[src/rtl/i2cbb_pkg.sv]
// Shared types, codes and helpers for the I2C bit-bang master.
package i2cbb_pkg;

    // Data buffer geometry (depth is a power of two)
    localparam int BUF_DEPTH = 32;
    localparam int BUF_AW    = $clog2(BUF_DEPTH);

    // Item function codes
    localparam logic [1:0] F_TICK   = 2'd0;
    localparam logic [1:0] F_LOAD   = 2'd1;
    localparam logic [1:0] F_START  = 2'd2;
    localparam logic [1:0] F_RDBACK = 2'd3;

    // Configuration register indexes
    localparam logic [1:0] CFG_ADDR  = 2'd0;
    localparam logic [1:0] CFG_WCNT  = 2'd1;
    localparam logic [1:0] CFG_RCNT  = 2'd2;

    // Bus sequencer states
    localparam logic [3:0] PH_IDLE    = 4'd0;
    localparam logic [3:0] PH_START   = 4'd1;
    localparam logic [3:0] PH_START2  = 4'd2;
    localparam logic [3:0] PH_ADDR    = 4'd3;
    localparam logic [3:0] PH_DATA    = 4'd4;
    localparam logic [3:0] PH_WBIT    = 4'd5;
    localparam logic [3:0] PH_READ    = 4'd6;
    localparam logic [3:0] PH_RBIT    = 4'd7;
    localparam logic [3:0] PH_RACK    = 4'd8;
    localparam logic [3:0] PH_WACK    = 4'd9;
    localparam logic [3:0] PH_WAIT    = 4'd10;
    localparam logic [3:0] PH_STOP    = 4'd11;
    localparam logic [3:0] PH_STOP2   = 4'd12;
    localparam logic [3:0] PH_RESTART = 4'd13;
    localparam logic [3:0] PH_STOP3   = 4'd14;

    // Gap lengths in ticks
    localparam logic [2:0] GAP_SLAVE_ACK  = 3'd4;
    localparam logic [2:0] GAP_MASTER_ACK = 3'd2;

    localparam logic [7:0] MASK_MSB = 8'h80;

    typedef struct packed {
        logic [3:0] phase;
        logic       clk_ph;
        logic [7:0] shift;
        logic [7:0] mask;
        logic [5:0] bpos;
        logic [5:0] wleft;
        logic [5:0] rleft;
        logic [2:0] gap;
        logic       nack;
        logic       restart;
        logic       scl;
        logic       sda_drv;
        logic       sda_lvl;
    } t_state;

    typedef struct packed {
        logic [6:0] addr;
        logic [5:0] wcnt;
        logic [5:0] rcnt;
    } t_cfg;

    typedef struct packed {
        logic              en;
        logic [BUF_AW-1:0] addr;
        logic [7:0]        data;
    } t_wr;

    // Buffer slot of a byte position: wraps modulo the buffer depth
    function automatic logic [BUF_AW-1:0] buf_slot(input logic [7:0] pos);
        return pos[BUF_AW-1:0];
    endfunction

endpackage

[src/rtl/i2cbb_ram.sv]
// Generic single-write, single-read RAM with registered read data.
module i2cbb_ram #(
    parameter int WIDTH = 8,
    parameter int DEPTH = 32
) (
    input  logic                     i_clk,
    input  logic                     i_we,
    input  logic [$clog2(DEPTH)-1:0] i_waddr,
    input  logic [WIDTH-1:0]         i_wdata,
    input  logic                     i_re,
    input  logic [$clog2(DEPTH)-1:0] i_raddr,
    output logic [WIDTH-1:0]         o_rdata
);

    logic [WIDTH-1:0] r_mem [DEPTH];
    logic [WIDTH-1:0] r_rdata;

    // Read-first: a read at the written address returns the old word
    always_ff @(posedge i_clk) begin
        if (i_we) begin
            r_mem[i_waddr] <= i_wdata;
        end
        if (i_re) begin
            r_rdata <= r_mem[i_raddr];
        end
    end

    assign o_rdata = r_rdata;

endmodule

[src/rtl/i2cbb_step.sv]
// Next-state logic of the bus sequencer for one transaction.
module i2cbb_step
    import i2cbb_pkg::*;
(
    input  t_state     i_st,
    input  t_cfg       i_cfg,
    input  logic [1:0] i_func,
    input  logic       i_sda_in,
    input  logic [4:0] i_buf_index,
    input  logic [7:0] i_buf_value,
    input  logic [7:0] i_rd_data,
    output t_state     o_st,
    output t_wr        o_wr,
    output logic [7:0] o_read_value
);

    t_state     n_st;
    t_wr        n_wr;
    logic [7:0] sb;
    logic [7:0] bm;
    logic [5:0] bp;
    logic       cp;
    logic [5:0] bp_prev;

    assign cp      = i_st.clk_ph;
    assign bp_prev = i_st.bpos - 6'd1;

    always_comb begin
        n_st         = i_st;
        n_wr         = '0;
        o_read_value = 8'd0;
        sb           = i_st.shift;
        bm           = i_st.mask;
        bp           = i_st.bpos;

        unique case (i_func)
            F_TICK: begin
                // SCL follows the clock phase held on entry
                if (i_st.phase != PH_IDLE) begin
                    n_st.scl = cp;
                end
                unique case (i_st.phase)
                    PH_IDLE: begin
                    end
                    PH_START: begin
                        n_st.phase = PH_START2;
                    end
                    PH_START2: begin
                        n_st.sda_lvl = 1'b0;
                        n_st.sda_drv = 1'b1;
                        n_st.clk_ph  = 1'b0;
                        n_st.nack    = 1'b0;
                        n_st.phase   = PH_ADDR;
                    end
                    PH_ADDR, PH_DATA, PH_WBIT: begin
                        // Load the next byte, then shift it out MSB first
                        if (i_st.phase == PH_ADDR) begin
                            sb = {i_cfg.addr, 1'b0};
                            if (i_st.wleft != 6'd0) begin
                                n_st.restart = 1'b0;
                            end else begin
                                sb[0] = 1'b1;
                            end
                            bp = 6'd0;
                        end else if (i_st.phase == PH_DATA) begin
                            sb = i_rd_data;
                        end
                        if (i_st.phase != PH_WBIT) begin
                            n_st.phase   = PH_WBIT;
                            bm           = MASK_MSB;
                            n_st.sda_drv = 1'b1;
                        end
                        if (!cp) begin
                            n_st.sda_lvl = |(sb & bm);
                            bm           = bm >> 1;
                        end
                        if (bm == 8'd0 && cp) begin
                            // address byte does not count as a write
                            if (bp != 6'd0) begin
                                n_st.wleft = i_st.wleft - 6'd1;
                            end
                            bp         = bp + 6'd1;
                            n_st.phase = PH_RACK;
                        end
                        n_st.shift  = sb;
                        n_st.mask   = bm;
                        n_st.bpos   = bp;
                        n_st.clk_ph = ~cp;
                    end
                    PH_READ, PH_RBIT: begin
                        // Sample SDA on the high half, store the byte when full
                        if (i_st.phase == PH_READ) begin
                            n_st.sda_drv = 1'b0;
                            n_st.phase   = PH_RBIT;
                            bm           = MASK_MSB;
                            sb           = 8'd0;
                        end
                        if (cp) begin
                            if (i_sda_in) begin
                                sb = sb | bm;
                            end
                            bm = bm >> 1;
                            if (bm == 8'd0) begin
                                n_wr.en    = 1'b1;
                                n_wr.addr  = buf_slot({2'b00, bp_prev});
                                n_wr.data  = sb;
                                n_st.bpos  = i_st.bpos + 6'd1;
                                n_st.rleft = i_st.rleft - 6'd1;
                                n_st.phase = PH_WACK;
                            end
                        end
                        n_st.shift  = sb;
                        n_st.mask   = bm;
                        n_st.clk_ph = ~cp;
                    end
                    PH_RACK: begin
                        // Slave acknowledge slot
                        if (!cp) begin
                            n_st.sda_drv = 1'b0;
                        end else if (!i_sda_in) begin
                            if (i_st.wleft != 6'd0 || i_st.restart) begin
                                n_st.gap   = GAP_SLAVE_ACK;
                                n_st.phase = PH_WAIT;
                            end else begin
                                n_st.phase = PH_STOP;
                            end
                        end else begin
                            n_st.nack  = 1'b1;
                            n_st.phase = PH_STOP;
                        end
                        n_st.clk_ph = ~cp;
                    end
                    PH_WACK: begin
                        // Master ACK, or NACK on the last read byte
                        if (!cp) begin
                            n_st.sda_lvl = (i_st.rleft == 6'd0);
                            n_st.sda_drv = 1'b1;
                        end else if (i_st.rleft != 6'd0) begin
                            n_st.gap   = GAP_MASTER_ACK;
                            n_st.phase = PH_WAIT;
                        end else begin
                            n_st.phase = PH_STOP;
                        end
                        n_st.clk_ph = ~cp;
                    end
                    PH_WAIT: begin
                        if (i_st.gap != 3'd0) begin
                            n_st.gap = i_st.gap - 3'd1;
                        end else if (i_st.wleft != 6'd0) begin
                            n_st.phase = PH_DATA;
                        end else if (i_st.rleft != 6'd0) begin
                            n_st.phase = PH_READ;
                        end else begin
                            n_st.phase = PH_STOP;
                        end
                    end
                    PH_STOP: begin
                        if (i_st.rleft != 6'd0) begin
                            n_st.sda_lvl = 1'b0;
                            n_st.sda_drv = 1'b1;
                        end else begin
                            n_st.sda_drv = 1'b0;
                        end
                        if (cp) begin
                            n_st.phase = PH_STOP2;
                        end
                        n_st.clk_ph = 1'b1;
                    end
                    PH_STOP2: begin
                        // Either finish, or raise SDA for a repeated start
                        if (i_st.nack || i_st.rleft == 6'd0) begin
                            n_st.phase = PH_STOP3;
                        end else begin
                            n_st.sda_lvl = 1'b1;
                            n_st.sda_drv = 1'b1;
                            n_st.clk_ph  = ~cp;
                            if (!cp) begin
                                n_st.phase   = PH_RESTART;
                                n_st.restart = 1'b1;
                            end
                        end
                    end
                    PH_RESTART: begin
                        n_st.phase = PH_START2;
                    end
                    PH_STOP3: begin
                        n_st.sda_drv = 1'b0;
                        n_st.phase   = PH_IDLE;
                    end
                    default: begin
                        n_st.phase = PH_IDLE;
                    end
                endcase
            end
            F_LOAD: begin
                n_wr.en   = 1'b1;
                n_wr.addr = buf_slot({3'b000, i_buf_index});
                n_wr.data = i_buf_value;
            end
            F_START: begin
                // A start aborts any running transfer
                n_st.phase   = PH_START;
                n_st.clk_ph  = 1'b1;
                n_st.nack    = 1'b0;
                n_st.wleft   = i_cfg.wcnt;
                n_st.rleft   = i_cfg.rcnt;
                n_st.restart = (i_cfg.wcnt == 6'd0);
            end
            F_RDBACK: begin
                o_read_value = i_rd_data;
            end
            default: begin
            end
        endcase
    end

    assign o_st = n_st;
    assign o_wr = n_wr;

endmodule

[src/rtl/i2c_bitbang_master.sv]
// Top level of the I2C bit-bang master: handshakes, state, buffer and result register.
// Accepted transactions wait in the input register; results are loaded into the result register.
// Throughput: one transaction per cycle unless results stall; the input register and the result
// register decouple the two channels, and the buffer RAM is read as the transaction is accepted.
// Reset (synchronous, active low) idles the sequencer, clears the configuration registers and
// empties both pipeline stages; the data buffer is not cleared and reads are valid once written.
module i2c_bitbang_master
    import i2cbb_pkg::*;
(
    input  logic       i_clk,
    input  logic       i_rst_n,
    // configuration write port
    input  logic       i_cfg_we,
    input  logic [1:0] i_cfg_index,
    input  logic [6:0] i_cfg_data,
    // input channel
    input  logic       i_in_valid,
    output logic       o_in_ready,
    input  logic [1:0] i_func,
    input  logic       i_sda_in,
    input  logic [4:0] i_buf_index,
    input  logic [7:0] i_buf_value,
    // result channel
    output logic       o_out_valid,
    input  logic       i_out_ready,
    output logic       o_scl_level,
    output logic       o_sda_drive,
    output logic       o_sda_level,
    output logic       o_busy_res,
    output logic       o_nacked,
    output logic [7:0] o_read_value
);

    t_cfg        r_cfg;
    t_state      r_st;
    t_state      n_st;
    t_state      step_st;
    t_wr         step_wr;
    t_wr         wr_eff;
    logic [7:0]  step_rv;

    logic        r_in_vld;
    logic [1:0]  r_in_func;
    logic        r_in_sda;
    logic [4:0]  r_in_idx;
    logic [7:0]  r_in_val;

    logic        r_out_vld;
    logic        r_out_scl;
    logic        r_out_drv;
    logic        r_out_lvl;
    logic        r_out_busy;
    logic        r_out_nack;
    logic [7:0]  r_out_rv;

    logic        r_byp;
    logic [7:0]  r_byp_data;

    logic              proc;
    logic              acc;
    logic [BUF_AW-1:0] rd_addr;
    logic [5:0]        n_bpos_prev;
    logic [7:0]        ram_q;
    logic [7:0]        rd_data;
    logic              busy;

    // Handshake control
    assign proc       = r_in_vld && (!r_out_vld || i_out_ready);
    assign o_in_ready = !r_in_vld || proc;
    assign acc        = i_in_valid && o_in_ready;

    // Configuration registers
    always_ff @(posedge i_clk) begin
        if (!i_rst_n) begin
            r_cfg <= '0;
        end else if (i_cfg_we) begin
            unique case (i_cfg_index)
                CFG_ADDR: r_cfg.addr <= i_cfg_data;
                CFG_WCNT: r_cfg.wcnt <= i_cfg_data[5:0];
                CFG_RCNT: r_cfg.rcnt <= i_cfg_data[5:0];
                default: begin
                end
            endcase
        end
    end

    // Input register
    always_ff @(posedge i_clk) begin
        if (!i_rst_n) begin
            r_in_vld <= 1'b0;
        end else if (acc) begin
            r_in_vld <= 1'b1;
        end else if (proc) begin
            r_in_vld <= 1'b0;
        end
    end

    always_ff @(posedge i_clk) begin
        if (acc) begin
            r_in_func <= i_func;
            r_in_sda  <= i_sda_in;
            r_in_idx  <= i_buf_index;
            r_in_val  <= i_buf_value;
        end
    end

    // Sequencer step
    i2cbb_step u_step (
        .i_st         (r_st),
        .i_cfg        (r_cfg),
        .i_func       (r_in_func),
        .i_sda_in     (r_in_sda),
        .i_buf_index  (r_in_idx),
        .i_buf_value  (r_in_val),
        .i_rd_data    (rd_data),
        .o_st         (step_st),
        .o_wr         (step_wr),
        .o_read_value (step_rv)
    );

    assign n_st   = proc ? step_st : r_st;
    assign wr_eff = proc ? step_wr : '0;

    always_ff @(posedge i_clk) begin
        if (!i_rst_n) begin
            r_st <= '{phase: PH_IDLE, scl: 1'b1, sda_lvl: 1'b1, default: '0};
        end else begin
            r_st <= n_st;
        end
    end

    // Buffer read: read-back index, or the byte a following data phase would load
    assign n_bpos_prev = n_st.bpos - 6'd1;
    assign rd_addr     = (i_func == F_RDBACK) ? buf_slot({3'b000, i_buf_index})
                                              : buf_slot({2'b00, n_bpos_prev});

    i2cbb_ram #(
        .WIDTH (8),
        .DEPTH (BUF_DEPTH)
    ) u_buf (
        .i_clk   (i_clk),
        .i_we    (wr_eff.en),
        .i_waddr (wr_eff.addr),
        .i_wdata (wr_eff.data),
        .i_re    (acc),
        .i_raddr (rd_addr),
        .o_rdata (ram_q)
    );

    // Forward a write that lands on the address read in the same cycle
    always_ff @(posedge i_clk) begin
        if (acc) begin
            r_byp      <= wr_eff.en && (wr_eff.addr == rd_addr);
            r_byp_data <= wr_eff.data;
        end
    end

    assign rd_data = r_byp ? r_byp_data : ram_q;

    // Busy: on a tick it reflects the state before the step
    assign busy = (r_in_func == F_TICK) ? (r_st.phase != PH_IDLE)
                                        : (step_st.phase != PH_IDLE);

    // Result register
    always_ff @(posedge i_clk) begin
        if (!i_rst_n) begin
            r_out_vld <= 1'b0;
        end else if (proc) begin
            r_out_vld <= 1'b1;
        end else if (i_out_ready) begin
            r_out_vld <= 1'b0;
        end
    end

    always_ff @(posedge i_clk) begin
        if (proc) begin
            r_out_scl  <= step_st.scl;
            r_out_drv  <= step_st.sda_drv;
            r_out_lvl  <= step_st.sda_lvl;
            r_out_busy <= busy;
            r_out_nack <= step_st.nack;
            r_out_rv   <= step_rv;
        end
    end

    assign o_out_valid  = r_out_vld;
    assign o_scl_level  = r_out_scl;
    assign o_sda_drive  = r_out_drv;
    assign o_sda_level  = r_out_lvl;
    assign o_busy_res   = r_out_busy;
    assign o_nacked     = r_out_nack;
    assign o_read_value = r_out_rv;

    // Checks
    a_start_busy: assert property (@(posedge i_clk) disable iff (!i_rst_n)
        proc && r_in_func == F_START |=> o_out_valid && o_busy_res && !o_nacked)
        else $error("start transaction did not report busy");

    a_stall_cause: assert property (@(posedge i_clk) disable iff (!i_rst_n)
        r_in_vld && !o_in_ready |-> o_out_valid && !i_out_ready)
        else $error("input stalled without a blocked result");

    a_reset_empty: assert property (@(posedge i_clk)
        !i_rst_n |=> !o_out_valid && o_in_ready)
        else $error("pipeline not empty after reset");

    a_idle_release: assert property (@(posedge i_clk) disable iff (!i_rst_n)
        proc && r_in_func == F_TICK && r_st.phase == PH_STOP3 |=> !o_sda_drive)
        else $error("SDA still driven at end of transfer");

endmodule
[config.mk]
export PLATFORM = sky130hd
export DESIGN_NAME = i2c_bitbang_master
export DESIGN_NICKNAME = d
export VERILOG_FILES = /design/src/rtl/i2cbb_pkg.sv /design/src/rtl/i2cbb_ram.sv /design/src/rtl/i2cbb_step.sv /design/src/rtl/i2c_bitbang_master.sv
export SDC_FILE = /design/constraint.sdc
export NUM_CORES = 1
export LEC_CHECK = 0
export BUFFER_PORTS_ARGS = -buffer_cell sky130_fd_sc_hd__buf_4
export CORE_MARGIN = 4
export CORE_UTILIZATION = 55
export CTS_CLUSTER_SIZE = 28
export DETAILED_ROUTE_END_ITERATION = 16
export PLACE_DENSITY = 0.71
export SLEW_MARGIN = 20
export SYNTH_ARGS = -nofsm -noshare
export SYNTH_HDL_FRONTEND = slang
export SYNTH_HIERARCHICAL = 1
export SYNTH_SLANG_ARGS = --single-unit
[constraint.sdc]
create_clock -name i_clk -period 6.2 [get_ports i_clk]
set_clock_uncertainty 0.05 [all_clocks]
set_input_delay 0.31 -clock i_clk [delete_from_list [all_inputs] [get_ports i_clk]]
set_output_delay 0.31 -clock i_clk [all_outputs]
set_load 0.05 [all_outputs]
# [Word-level counts from Yosys, hierarchy flattened]
# Memory sizes are Yosys's and may differ from the RTL's. A register that Yosys moved wholly into a read port is not among the register bits.
# Cells that the tools add are included.
[op_classes] add_sub_neg=7 eq_ne=40 bitwise=3 reduce_logical=42 n_mux=98
[op_table] operator="$mux 8" n=20
[op_table] operator="$mux 6" n=13
[op_table] operator="$mux 4" n=15
[op_table] operator="$mux 14" n=4
[op_table] operator="$pmux 22 s2" n=1
[op_table] operator="$pmux 4 s10" n=1
[op_table] operator="$eq 4x4->1 const B" n=7
[op_table] operator="$pmux 14 s2" n=1
[op_table] operator="$mux 26" n=1
[op_table] operator="$pmux 12 s2" n=1
[op_table] operator="$mux 1" n=23
[op_table] operator="$mux 3" n=7
[op_table] operator="$reduce_bool 6->1" n=3
[op_table] operator="$eq 4x3->1 const B" n=4
[op_table] operator="$logic_not 8->1" n=2
[op_table] operator="$ne 2x1->1 const B" n=8
[op_table] operator="$add 6x1->6 const B" n=2
[op_table] operator="$logic_not 6->1" n=2
[op_table] operator="$sub 6x1->6 const B" n=2
[op_table] operator="$pmux 5 s2" n=1
[op_table] operator="$reduce_and 5->1" n=2
[op_table] operator="$sub 5x1->5 const B" n=2
[op_table] operator="$pmux 3 s3" n=1
[op_table] operator="$reduce_and 9->1" n=1
[op_table] operator="other kinds (38)" n=66
[word_totals] in_bits=30 wordCells=221 ramBits=256 n_memories=1 ff_bits=106 output_inout_bits=15
[memory_table] memory="u_buf.r_mem" depth=32 width=8 read_ports=1 rd_ports_with_merged_regs=1 write_ports=1 line="i2cbb_ram.sv:15" rtl="logic [WIDTH-1:0] r_mem [DEPTH];"

# [Longest topological paths before layout]
[depth] word_depth=17 mapped_depth=19 depth_no_buf=15

# [Modules after synthesis]
# The synthesis kept the hierarchy.
[by_module_without_submodules] module="i2cbb_ram" area_per_inst_um2=10133.5 seq_area_each_um2=7927.6 cells_per_inst=417 instances=1
[by_module_without_submodules] module="i2c_bitbang_master" area_per_inst_um2=4251.6 seq_area_each_um2=2502.4 cells_per_inst=399 instances=1
[by_module_without_submodules] module="i2cbb_step" area_per_inst_um2=2936.6 seq_area_each_um2=0.0 cells_per_inst=509 instances=1

# [Worst setup path after synthesis]
# OpenSTA, ideal clock, no wires.
[synth_path] path_kind="register to register" from="reg r_st[45] in the netlist's numbering" to="reg u_buf.r_rdata[0], in the netlist u_buf/o_rdata[0], read port of u_buf.r_mem, data pin" required_ns=5.890 t_arrival_ns=4.381 path_stages_with_launch=19 path_slack_ns=1.509 setup_ns=0.260 period_less_slack_ns=4.691 path_buffers=4 cell_sequence="dfxtp_1 clkbuf_1 nand4bb_1 clkbuf_1 nand2_1 ha_1 a221oi_1 o21ai_0 mux2i_1 ha_1 inv_1 a311oi_1 mux2_2 or2_2 clkbuf_1 clkbuf_1 mux4_2 mux4_2 mux2_2"
[synth_lines] element="start: declaration" line="i2c_bitbang_master.sv:35" rtl="t_state r_st;"
[synth_lines] element="start signal: assignment" line="i2c_bitbang_master.sv:128" rtl="r_st <= n_st;"
[synth_lines] element="end: declaration" line="i2cbb_ram.sv:16" rtl="logic [WIDTH-1:0] r_rdata;"

==> reports/metrics.yaml <==
synth-seq-cells: 370
drive_gt1_share_pct: 18.61
fin_crit_sh_pct: 87.20
rr_worst_depth: 16
setup_slack_ps: 793.5
p_leak_nw: 7.065
first_global_vias: 11399
grt_pass1_wl_mm: 68.02
cts_tree: "yes"
start_util_pct: 56.19
cp-start-kind: "register"
drcViolationCount: 0
routedWlPerCell_um: 24.68
vias_per_cell: 6.417
ys.flop_type: "edfxtp_1"
io_buffer_count: 44
vias: 11506
drt-total-wl_mm: 44.25
crit_required_ps: 6450
critPathCaptureType: "register"
slew_headroom_pct: 25.91
synth_edf_count: 302
setup_viol: 0
final_core_util_pct: 63.20
status: "finished, final reports clean"
cts.sinks: 370
cp.arrival_ps: 5660
htree_levels: 2
fin_setup_tns_ps: 0
antenna_cells: 0
pre_cts_slack_ps: 952.0
dieWidth_um: 185.5
clockBufferDepth: 3
coreArea_um2: 30830
clk_latency_ps: 560
cp_cell_sequence: "nand2b_1 > a21oi_2 > o21ai_0 > nor2_1 > a211oi_1 > o21ai_0 > mux2i_1 > ha_1 > inv_1 > a311oi_1 > mux2_2 > or2_2 > buf_12 > mux4_2 > mux4_2 > mux2_2"
track_usage_pct: 25.86
cp_num_cells: 16
die_h_um: 185.5
critPathMaxStageDelay_ps: 700
cp.buffers_inverters: 2
cp_top_family: "multiplexers"
worstMarginPinSlew_ps: 1107
drt-pass1-iter-count: 6
crit_slowest_cell: "dfxtp_1"
rsz0062_at_grt: "no"
cts_setup_buffers: 0
nNetsFinal: 1408
gp_congestion: 0.9052
period_needed_ps: 5407
max_clock_freq_ghz: 0.1850
io_pins: 45
syn_inst: 1325
stdcell_count: 1793
synthDistinctLibCells: 77
final_max_slew_viol_count: 0
placed_cells: 1698
hold_viol_final: 0
dieArea_um2: 34400
cts_inserted_buffers: 39
postRouteAntennaNets: 0
hpwl_mm: 27.30
peakVddDrop_v: 0.0003369
synth_fp_nets: 1367
seq_area_frac_synth_pct: 60.21
clkTransAtPathRegs_ps: 60
antenna_found_initial: 0
path_max_fanout: 51
num_rows: 64
synthArstFlopShare_pct: 0
power_density_nw_per_um2: 271.5
grt_overflow: 0
yosysWarnings: 6
max_cap_viol_count: 0
grt_max_degree: 69
criticalPathCategory: "register to register"
hp-class: "primary input to register"
cts_root_buffer: "clkbuf_16"
drtIter0Drc: 1218
postSynthAreaPerCell_um2: 13.07
syn_to_final_growth_pct: 12.48
synthesis.area_um2: 17320
hold_depth: 3
## worst paths after layout
path / start / end / slack [ps]
hold reg to reg: r_st[2]$_SDFFE_PN1N_ / r_st[2]$_SDFFE_PN1N_ / 440
setup reg to reg: r_st[45]$_SDFFE_PN0N_ / u_buf/o_rdata[3]$_DFFE_PP_ / 790
setup / recovery: r_st[45]$_SDFFE_PN0N_ / u_buf/o_rdata[3]$_DFFE_PP_ / 790
hold / removal: i_cfg_data[1] / r_cfg[13]$_SDFFE_PN0P_ / 20
## cell families after synthesis
| logic type | count (synthesis) | share of synthesized area [%] |
|---|---|---|
| AND/OR/NAND/NOR | 421 | 11.77 |
| flip-flops | 370 | 60.21 |
| AO/OA/AOI/OAI | 268 | 10.53 |
| multiplexers | 125 | 13.13 |
| buffers and inverters | 119 | 2.976 |
| adder cells (fa/ha/maj) | 12 | 0.8668 |
| XOR/XNOR | 10 | 0.5056 |
## cell type report
type / instances / area (um2)
Timing Repair Buffer: 92 / 773.2
Clock inverter: 21 / 224.0
Inverter: 27 / 101.3
Multi-Input combinational cell: 836 / 6409
Fill cell: 2272 / 11350
Sequential cell: 370 / 10430
Tap cell: 396 / 495.5
Clock buffer: 51 / 1051
## routing by layer
| metal | vias up | GRT usage [%] | wire (um) |
|---|---|---|---|
| met5 | - | 0 | 0 |
| met2 | 496 | 45.64 | 23020 |
| met4 | 0 | 7.457 | 1280 |
| li1 | 5168 | - | - |
| met1 | 5760 | 33.71 | 17270 |
| met3 | 82 | 3.654 | 2683 |
## registers in the layout, summed over array words and instances (netlist names)
register / count
u_buf/r_mem: 256
r_st: 47
r_cfg: 19
o_read_value: 8
r_byp_data: 8
r_in_val: 8
u_buf/o_rdata: 8
r_in_idx: 5
r_in_func: 2
o_busy_res: 1
o_nacked: 1
o_out_valid: 1
o_scl_level: 1
o_sda_drive: 1
o_sda_level: 1
r_byp: 1
r_in_sda: 1
r_in_vld: 1
## what timing repair did
item,CTS,global route
gates resized for setup,0,0
hold buffers,23,0
hold endpoints to repair,29,0
## cells in the final DEF (no fill, tap or decap), types with 7 or more instances in the layout
| cell | count |
|---|---|
| and3_2 | 8 |
| a21boi_0 | 44 |
| o21ai_0 | 63 |
| clkbuf_1 | 9 |
| nor3_1 | 20 |
| dfxtp_1 | 68 |
| nand2b_1 | 7 |
| nor2_1 | 87 |
| inv_1 | 25 |
| a31oi_1 | 14 |
| nor2b_1 | 30 |
| a21oi_1 | 37 |
| nor3b_1 | 8 |
| clkbuf_16 | 39 |
| dlygate4sd3_1 | 23 |
| ha_1 | 12 |
| nand2_1 | 163 |
| buf_4 | 67 |
| a21o_1 | 7 |
| mux2_2 | 18 |
| mux2i_1 | 27 |
| and3_1 | 20 |
| a22oi_1 | 18 |
| nand3_1 | 21 |
| o221ai_1 | 9 |
| a221oi_1 | 14 |
| mux4_2 | 80 |
| nand4_1 | 10 |
| edfxtp_1 | 302 |
| nand3b_1 | 9 |
| o31ai_1 | 10 |
## where the power goes
part	switching [mW]	internal, mW	total (mW)
registers	0.0177	2.69	2.71
clock network	1.01	1.31	2.31
logic	0.162	0.107	0.269
total	1.19	4.10	5.29
## worst reg2reg max path, cell delays in order, from the launching register on
cell	delay, ps
dfxtp_1	700
nand2b_1	190
a21oi_2	550
o21ai_0	250
nor2_1	140
a211oi_1	50
o21ai_0	390
mux2i_1	230
ha_1	280
inv_1	70
a311oi_1	40
mux2_2	320
or2_2	490
buf_12	280
mux4_2	350
mux4_2	520
mux2_2	280
## synth_stat cells, types with 9 or more instances
library cell  instances  area share [%]
nand2_1             164             3.6
inv_1                25            0.54
nor3_1               20            0.58
a31oi_1              14            0.51
nand3_1              21            0.61
a221oi_1             14            0.71
a21boi_0             44             1.9
buf_2                13            0.38
o221ai_1              9            0.46
a22oi_1              18            0.78
a21oi_1              37             1.1
nand3b_1              9            0.39
dfxtp_1              68             7.9
o31ai_1              10            0.43
buf_1                15            0.33
o21ai_0              64             1.8
nor2_1               89             1.9
ha_1                 12            0.87
clkbuf_1             54             1.2
and3_1               28             1.0
mux2_2               18             1.2
nand4_1              10            0.36
nor2b_1              30             1.1
mux2i_1              27             1.6
edfxtp_1            302              52
mux4_2               80              10
## stage by stage
stage	hold WS (ps)	area (um2)	power (mW)
detailed placement	425.2	17970	3.015
floorplan	358.9	17320	2.929
global route	21.94	19480	5.469
finish	24.08	19480	5.290
global placement	403.3	17970	3.011
CTS	5.959	19470	5.333
Power figures use the tool's default switching activity.
